===== src/sv/sorted_expiry_timer_table_unit_assert.svh =====
// Assertion macros for the sorted expiry timer table unit.
// Depends on nothing; included by the top level.
`ifndef SORTED_EXPIRY_TIMER_TABLE_UNIT_ASSERT_SVH
`define SORTED_EXPIRY_TIMER_TABLE_UNIT_ASSERT_SVH

// Implication checked on every rising clock edge outside reset.
`define SETT_ASSERT_IMPL(lbl, clk, rst_n, ante, cons) \
  lbl: assert property (@(posedge clk) disable iff (!rst_n) (ante) |-> (cons)) \
    else $error("assertion failed");

// Plain invariant.
`define SETT_ASSERT_ALWAYS(lbl, clk, rst_n, cond) \
  lbl: assert property (@(posedge clk) disable iff (!rst_n) (cond)) \
    else $error("assertion failed");

`endif


===== src/sv/sett_pkg.sv =====
// Package for the sorted expiry timer table unit: types, codes and sizes.
// Depends on nothing.
package sett_pkg;

  localparam int Depth = 16;
  localparam int IdxW  = $clog2(Depth);
  localparam int CntW  = $clog2(Depth + 1);

  typedef enum logic [1:0] {
    OP_INSERT = 2'd0,
    OP_DELETE = 2'd1,
    OP_TICK   = 2'd2,
    OP_NONE   = 2'd3
  } op_e;

  typedef enum logic [2:0] {
    ST_INSERTED  = 3'd0,
    ST_DELETED   = 3'd1,
    ST_NOT_FOUND = 3'd2,
    ST_FULL      = 3'd3,
    ST_EXPIRED   = 3'd4,
    ST_NONE_EXP  = 3'd5
  } status_e;

  typedef enum logic [2:0] {
    S_IDLE,
    S_SCAN,
    S_DONE
  } state_e;

  typedef struct packed {
    logic [1:0]  operation;
    logic [15:0] timer_id;
    logic [30:0] duration;
  } cmd_t;

  typedef struct packed {
    logic [2:0]  status;
    logic [15:0] expired_id;
    logic [4:0]  entries_left;
    logic        last;
  } res_t;

  typedef struct packed {
    logic [15:0] id;
    logic [31:0] start;
    logic [30:0] dur;
  } slot_t;

endpackage


===== src/sv/sett_table.sv =====
// Slot storage for the timer table: one write port and one registered read port.
// Depends on sett_pkg.
module sett_table (
  input  logic                clk_i,
  input  logic                we_i,
  input  logic [sett_pkg::IdxW-1:0] waddr_i,
  input  sett_pkg::slot_t     wdata_i,
  input  logic [sett_pkg::IdxW-1:0] raddr_i,
  output sett_pkg::slot_t     rdata_o
);
  import sett_pkg::*;

  slot_t mem_q [Depth];

  always_ff @(posedge clk_i) begin
    if (we_i) begin
      mem_q[waddr_i] <= wdata_i;
    end
    rdata_o <= mem_q[raddr_i];
  end

endmodule


===== src/sv/sorted_expiry_timer_table_unit.sv =====
// Sorted expiry timer table: insert, delete by id and tick expiry, one slot per cycle.
// The final result follows the walk; a full insert is answered in the next cycle without a walk.
// A new command is taken only when idle; busy is high during the walk.
// Results show for one cycle on res_valid_o; the receiver cannot stall.
// Asynchronous active-low reset empties the table and clears the tick count.
// Depends on sett_pkg, sett_table and sorted_expiry_timer_table_unit_assert.svh.
`include "sorted_expiry_timer_table_unit_assert.svh"
module sorted_expiry_timer_table_unit (
  input  logic           clk_i,
  input  logic           rst_ni,
  input  logic           start,
  output logic           busy,
  input  sett_pkg::cmd_t cmd_i,
  output logic           res_valid_o,
  output sett_pkg::res_t res_o
);
  import sett_pkg::*;

  state_e state_q, state_d;
  cmd_t   cmd_q, cmd_d;
  logic [31:0]   now_q, now_d;
  logic [CntW-1:0] cnt_q, cnt_d;
  logic [CntW-1:0] rd_q, rd_d;   // read pointer
  logic [CntW-1:0] wr_q, wr_d;   // compaction write pointer
  logic          done_q, done_d; // insert placed / delete found / tick has a held result
  slot_t         carry_q, carry_d; // insert: entry waiting to be written
  res_t          pend_q, pend_d;   // tick: expired result held back one step
  logic          res_valid_d;
  res_t          res_d, res_q;
  logic          res_valid_q;
  logic          we;
  logic [IdxW-1:0] waddr;
  slot_t         wdata, rdata;
  logic [31:0]   elapsed;
  logic          at_end;

  // read data is registered, so the next pointer addresses the table
  sett_table u_table (
    .clk_i  (clk_i),
    .we_i   (we),
    .waddr_i(waddr),
    .wdata_i(wdata),
    .raddr_i(rd_d[IdxW-1:0]),
    .rdata_o(rdata)
  );

  assign elapsed = now_q - rdata.start;
  assign at_end  = (rd_q == cnt_q);

  always_ff @(posedge clk_i or negedge rst_ni) begin
    if (!rst_ni) begin
      state_q     <= S_IDLE;
      now_q       <= '0;
      cnt_q       <= '0;
      res_valid_q <= 1'b0;
    end else begin
      state_q     <= state_d;
      now_q       <= now_d;
      cnt_q       <= cnt_d;
      res_valid_q <= res_valid_d;
    end
  end

  always_ff @(posedge clk_i) begin
    cmd_q   <= cmd_d;
    rd_q    <= rd_d;
    wr_q    <= wr_d;
    done_q  <= done_d;
    carry_q <= carry_d;
    pend_q  <= pend_d;
    res_q   <= res_d;
  end

  always_comb begin
    state_d     = state_q;
    cmd_d       = cmd_q;
    now_d       = now_q;
    cnt_d       = cnt_q;
    rd_d        = rd_q;
    wr_d        = wr_q;
    done_d      = done_q;
    carry_d     = carry_q;
    pend_d      = pend_q;
    res_valid_d = 1'b0;
    res_d       = res_q;
    we          = 1'b0;
    waddr       = wr_q[IdxW-1:0];
    wdata       = rdata;
    unique case (state_q)
      S_IDLE: begin
        if (start) begin
          cmd_d   = cmd_i;
          rd_d    = '0;
          wr_d    = '0;
          done_d  = 1'b0;
          carry_d = '{id: cmd_i.timer_id, start: now_q, dur: cmd_i.duration};
          unique case (op_e'(cmd_i.operation))
            OP_INSERT: begin
              if (cnt_q == CntW'(Depth)) begin
                res_valid_d = 1'b1;
                res_d = '{status: ST_FULL, expired_id: '0,
                          entries_left: 5'(cnt_q), last: 1'b1};
              end else begin
                state_d = S_SCAN;
              end
            end
            OP_DELETE: state_d = S_SCAN;
            OP_TICK: begin
              now_d   = now_q + 32'd1;
              state_d = S_SCAN;
            end
            default: ;
          endcase
        end
      end
      S_SCAN: begin
        unique case (op_e'(cmd_q.operation))
          OP_INSERT: begin
            // ripple: each slot is replaced by the carried entry once the
            // insert point is passed, carrying the old slot forward
            we    = 1'b1;
            waddr = rd_q[IdxW-1:0];
            if (at_end) begin
              wdata   = carry_q;
              cnt_d   = cnt_q + 1'b1;
              state_d = S_DONE;
              res_d   = '{status: ST_INSERTED, expired_id: '0,
                          entries_left: 5'(cnt_q + 1'b1), last: 1'b1};
            end else if (done_q || rdata.dur >= carry_q.dur) begin
              wdata   = carry_q;
              carry_d = rdata;
              done_d  = 1'b1;
              rd_d    = rd_q + 1'b1;
            end else begin
              rd_d = rd_q + 1'b1;
            end
          end
          OP_DELETE: begin
            if (at_end) begin
              state_d = S_DONE;
              if (done_q) begin
                cnt_d = cnt_q - 1'b1;
                res_d = '{status: ST_DELETED, expired_id: '0,
                          entries_left: 5'(cnt_q - 1'b1), last: 1'b1};
              end else begin
                res_d = '{status: ST_NOT_FOUND, expired_id: '0,
                          entries_left: 5'(cnt_q), last: 1'b1};
              end
            end else begin
              if (!done_q && rdata.id == cmd_q.timer_id) begin
                done_d = 1'b1;
              end else begin
                we   = 1'b1;
                wr_d = wr_q + 1'b1;
              end
              rd_d = rd_q + 1'b1;
            end
          end
          default: begin
            // tick: compact survivors; each expired result waits for the next
            // one so that the final one can carry last
            if (at_end) begin
              cnt_d   = wr_q;
              state_d = S_DONE;
              if (done_q) begin
                res_d      = pend_q;
                res_d.last = 1'b1;
              end else begin
                res_d = '{status: ST_NONE_EXP, expired_id: '0,
                          entries_left: 5'(wr_q), last: 1'b1};
              end
            end else begin
              rd_d = rd_q + 1'b1;
              if (elapsed > {1'b0, rdata.dur}) begin
                done_d = 1'b1;
                pend_d = '{status: ST_EXPIRED, expired_id: rdata.id,
                           entries_left: 5'(cnt_q - rd_q + wr_q - 1'b1),
                           last: 1'b0};
                if (done_q) begin
                  res_valid_d = 1'b1;
                  res_d       = pend_q;
                end
              end else begin
                we   = 1'b1;
                wr_d = wr_q + 1'b1;
              end
            end
          end
        endcase
      end
      default: begin
        // S_DONE: send the final result
        state_d     = S_IDLE;
        res_valid_d = 1'b1;
      end
    endcase
  end

  assign busy        = (state_q != S_IDLE);
  assign res_valid_o = res_valid_q;
  assign res_o       = res_q;

  `SETT_ASSERT_ALWAYS(a_cnt_range, clk_i, rst_ni, cnt_q <= CntW'(Depth))
  `SETT_ASSERT_IMPL(a_idle_on_start, clk_i, rst_ni, start && !busy, state_q == S_IDLE)
  `SETT_ASSERT_IMPL(a_tick_adv, clk_i, rst_ni,
    start && !busy && cmd_i.operation == OP_TICK, ##1 now_q == $past(now_q) + 32'd1)

endmodule

===== config.mk =====
export PLATFORM = sky130hd
export DESIGN_NAME = sorted_expiry_timer_table_unit
export DESIGN_NICKNAME = d
export VERILOG_FILES = /design/src/sv/sett_pkg.sv /design/src/sv/sett_table.sv /design/src/sv/sorted_expiry_timer_table_unit.sv
export VERILOG_INCLUDE_DIRS = /design/src /design/src/sv
export SDC_FILE = /design/constraint.sdc
export NUM_CORES = 2
export LEC_CHECK = 0
export CAP_MARGIN = 20
export CORE_ASPECT_RATIO = 0.75
export CORE_MARGIN = 2
export CORE_UTILIZATION = 57
export DETAILED_ROUTE_END_ITERATION = 10
export DONT_BUFFER_PORTS = 1
export GPL_ROUTABILITY_DRIVEN = 0
export PLACE_DENSITY = 0.75
export SETUP_SLACK_MARGIN = 0.1
export SLEW_MARGIN = 10
export SYNTH_ARGS = -nofsm -noshare
export SYNTH_HDL_FRONTEND = slang
export SYNTH_HIERARCHICAL = 1
export SYNTH_SLANG_ARGS = --single-unit

===== constraint.sdc =====
create_clock -name clk_i -period 11 [get_ports clk_i]
set_input_delay 1.1 -clock clk_i [delete_from_list [all_inputs] [get_ports clk_i]]
set_output_delay 1.1 -clock clk_i [all_outputs]
set_load 0.005 [all_outputs]

==> flow_metrics.py <==
metrics = {
    "status": {
        "status": "completed",
    },
    "power": {
        "leakage_nw": 22.8,
        "p_per_area_nw_per_um2": 349,
        "ir_drop_mv": 0.506,
    },
    "routing": {
        "drt_wl_total_um": 144000,
        "drc": 0,
        "avgRoutedWirePerCell_um": 29.2,
        "via_per_inst": 6.53,
        "dr.pass1.iters": 5,
        "drtAntennaViolNets": 0,
        "dr_total_vias": 32201,
        "drt_iter0_drc": 4183,
    },
    "setup_path": {
        "cp-start-kind": "register",
        "end_kind": "register",
        "path_class": "register to register",
        "worst_path_max_delay_cell": "buf_4",
        "cp.required_ns": 11.38,
        "worst-path-buf-inv": 4,
        "r2r_slack_ns": 3.11,
        "cpPeakStageDelay_ns": 0.68,
        "crit_fanout": 43,
        "critical_path_arrival_ns": 8.27,
        "crit_family": "compound AO/OA/AOI/OAI gates",
    },
    "finish": {
        "regArea_um2": 45100,
        "fin_nets": 3550,
        "area_growth_pct": 10.6,
        "fin_area_um2": 68200,
        "multi_input_area_um2": 15500,
        "layout-drive-gt1-share_pct": 20.2,
        "fillers": 7084,
    },
    "synthesis": {
        "syn_nets": 3479,
        "synth.largest_area_cell": "edfxtp_1",
        "ys_top_cells_by_area": "edfxtp_1, mux4_2, dfxtp_1, ha_1, a22oi_1",
        "netlist.area_leader.share_pct": 68.9,
        "synth-main-ff-cell": "edfxtp_1",
        "syn_inst": 3315,
        "synthArstFlopShare_pct": 2.60,
        "yosysSeqAreaShare_pct": 73.2,
        "synth_commonest_cells": "edfxtp_1, mux4_2, nand2_1",
        "synth_area_per_cell_um2": 18.6,
        "synth.most_common_cell": "edfxtp_1",
        "synth_cell_types": 71,
        "syn-cell-area_um2": 61600,
        "synth_edf_count": 1414,
        "ys_seq_elements": 1537,
        "ys_warn_count": 6,
    },
    "clock_tree": {
        "h-tree-depth": 4,
        "root_buffer": "clkbuf_16",
        "postCtsResizedCells": 0,
        "cts_tree": "done",
        "clockBufferDepth": 3,
        "clk_pin_slew_ns": 0.06,
        "numCtsBuffers": 140,
        "clock_latency_ns": 0.77,
        "cts_sinks": 1537,
    },
    "global_route": {
        "grt_max_degree": 138,
        "grt_usage_pct": 26.4,
        "overflow": 0,
        "grt_pass1_vias": 32320,
        "antenna_found_initial": 4,
        "grt_pass1_wl_um": 214000,
    },
    "floorplan": {
        "die_x_um": 384,
        "initial_core_util_pct": 57.5,
        "num_rows": 104,
        "ioPinCount": 79,
        "die_h_um": 289,
        "core-area_um2": 107000,
        "dieArea_um2": 111000,
    },
    "timing": {
        "slew_headroom_pct": 22.7,
        "hold_viol": 0,
        "fin_crit_ns": 7.89,
        "rsz0062_at_grt": "false",
        "setup_viol_count_final": 0,
        "skew_ns": 0.0296,
        "timing.fmax_mhz": 127,
        "worstMarginPinSlew_ns": 1.14,
        "fin_crit_sh_pct": 71.7,
        "fin_tns_setup_ns": 0,
        "drv_slew": 0,
        "setup_slack_ns": 3.11,
    },
    "placed_design": {
        "portBuffers": 0,
        "dpl_cell_area_um2": 63400,
        "hpwl_um": 84400,
        "place_ws_ns": 3.16,
    },
    "run": {
        "cap_violations": 0,
    },
    "worst_hold_path": {
        "hold_class": "primary input to async pin",
    },
}
[through the flow]
step                utilization [%]  cells  hold WS, ns  total power, mW
finish                         63.6   4934       0.0545             23.8
global route                   63.6   4933       0.0192             24.8
CTS                            63.5   4926      0.00583             23.8
detailed placement             59.2   4665        0.499             18.9
global placement               59.1   4663        0.480             18.6
floorplan                         -   3315        0.466             16.0
[placed cells by master (no fill, tap or decap), types with 38 or more instances in the layout]
cell type / count
edfxtp_1: 1414
mux4_2: 316
nand2_1: 250
a22oi_1: 159
clkbuf_16: 148
inv_1: 122
o21ai_0: 110
ha_1: 106
dfxtp_1: 83
nor2_1: 66
buf_4: 59
xnor2_1: 55
a21oi_1: 54
mux2_2: 53
dfrtp_1: 40
clkbuf_1: 38
[registers in the layout (all words and copies together), names as in the netlist]
name and flops:
res_valid_o 1, res_o 25, now_q 32, u_table/mem_q 1264
done_q 1, wr_q 5, cnt_q 5, cmd_q 18
pend_q 21, carry_q 79, rd_q 5, u_table/rdata_o 79
state_q 2
[where the power goes]
group	switching, mW	leakage [nW]	internal, mW
Combinational	5.92	6.46	3.81
Clock	2.10	2.25	2.80
Sequential	0.452	14.1	8.68
[path summary, 6_finish.rpt]
path,end,depth (start not counted),from
setup / recovery,u_table/mem_q[0][54],25,now_q[0]
hold / removal,now_q[6],0,rst_ni
setup reg to reg,u_table/mem_q[0][54],25,now_q[0]
hold reg to reg,now_q[31],1,now_q[31]
max in group asynchronous,now_q[24],1,rst_ni
min in group clk_i,cmd_q[35],0,cmd_i[35]
[worst register-to-register path: stages (launching register included)]
cell	delay, ns
dfrtp_1	0.40
inv_1	0.11
ha_1	0.18
inv_1	0.05
fa_1	0.40
a21o_1	0.21
a221oi_2	0.40
o22ai_2	0.22
a311oi_2	0.46
a21oi_2	0.15
o21ai_0	0.23
nand2b_1	0.10
a311o_1	0.36
ha_1	0.18
a21o_1	0.18
a211oi_1	0.28
nor2_1	0.08
o21ai_0	0.15
nand2b_1	0.08
a221o_1	0.36
a21oi_2	0.53
a32o_1	0.37
or3b_1	0.53
nor3_2	0.17
buf_4	0.56
buf_4	0.68
[repair_timing]
item / CTS / global route
hold endpoints to repair: 9 / 0
buffers inserted: 0 / 0
hold buffers: 3 / 0
[cell families after synthesis]
group	count (synthesis)	synth area share (%)
compound gates	407	4.38
buf+inv	270	2.03
mux	403	13.1
simple gates	498	3.69
fa+ha+maj	112	2.35
xor+xnor	88	1.25
flops	1537	73.2
[cell type report]
type / instances / area share, %
multi-input combinational: 1508 / 22.7
antenna: 1 / 0.00367
inverter: 123 / 0.677
sequential: 1537 / 66.2
timing repair buffer: 76 / 1.06
tap: 1431 / 2.63
clock buffer: 196 / 5.84
clock inverter: 62 / 0.912
[metal layers]
| layer | global-route usage, % | vias up | share of wire (%) |
|---|---|---|---|
| met5 | 0 | - | 0.0090 |
| met4 | 7.81 | 2 | 2.3 |
| met3 | 4.38 | 228 | 8.6 |
| met2 | 42.5 | 1680 | 49 |
| met1 | 37.7 | 16914 | 40 |
| li1 | - | 13377 | - |
Power figures use the tool's default switching activity.
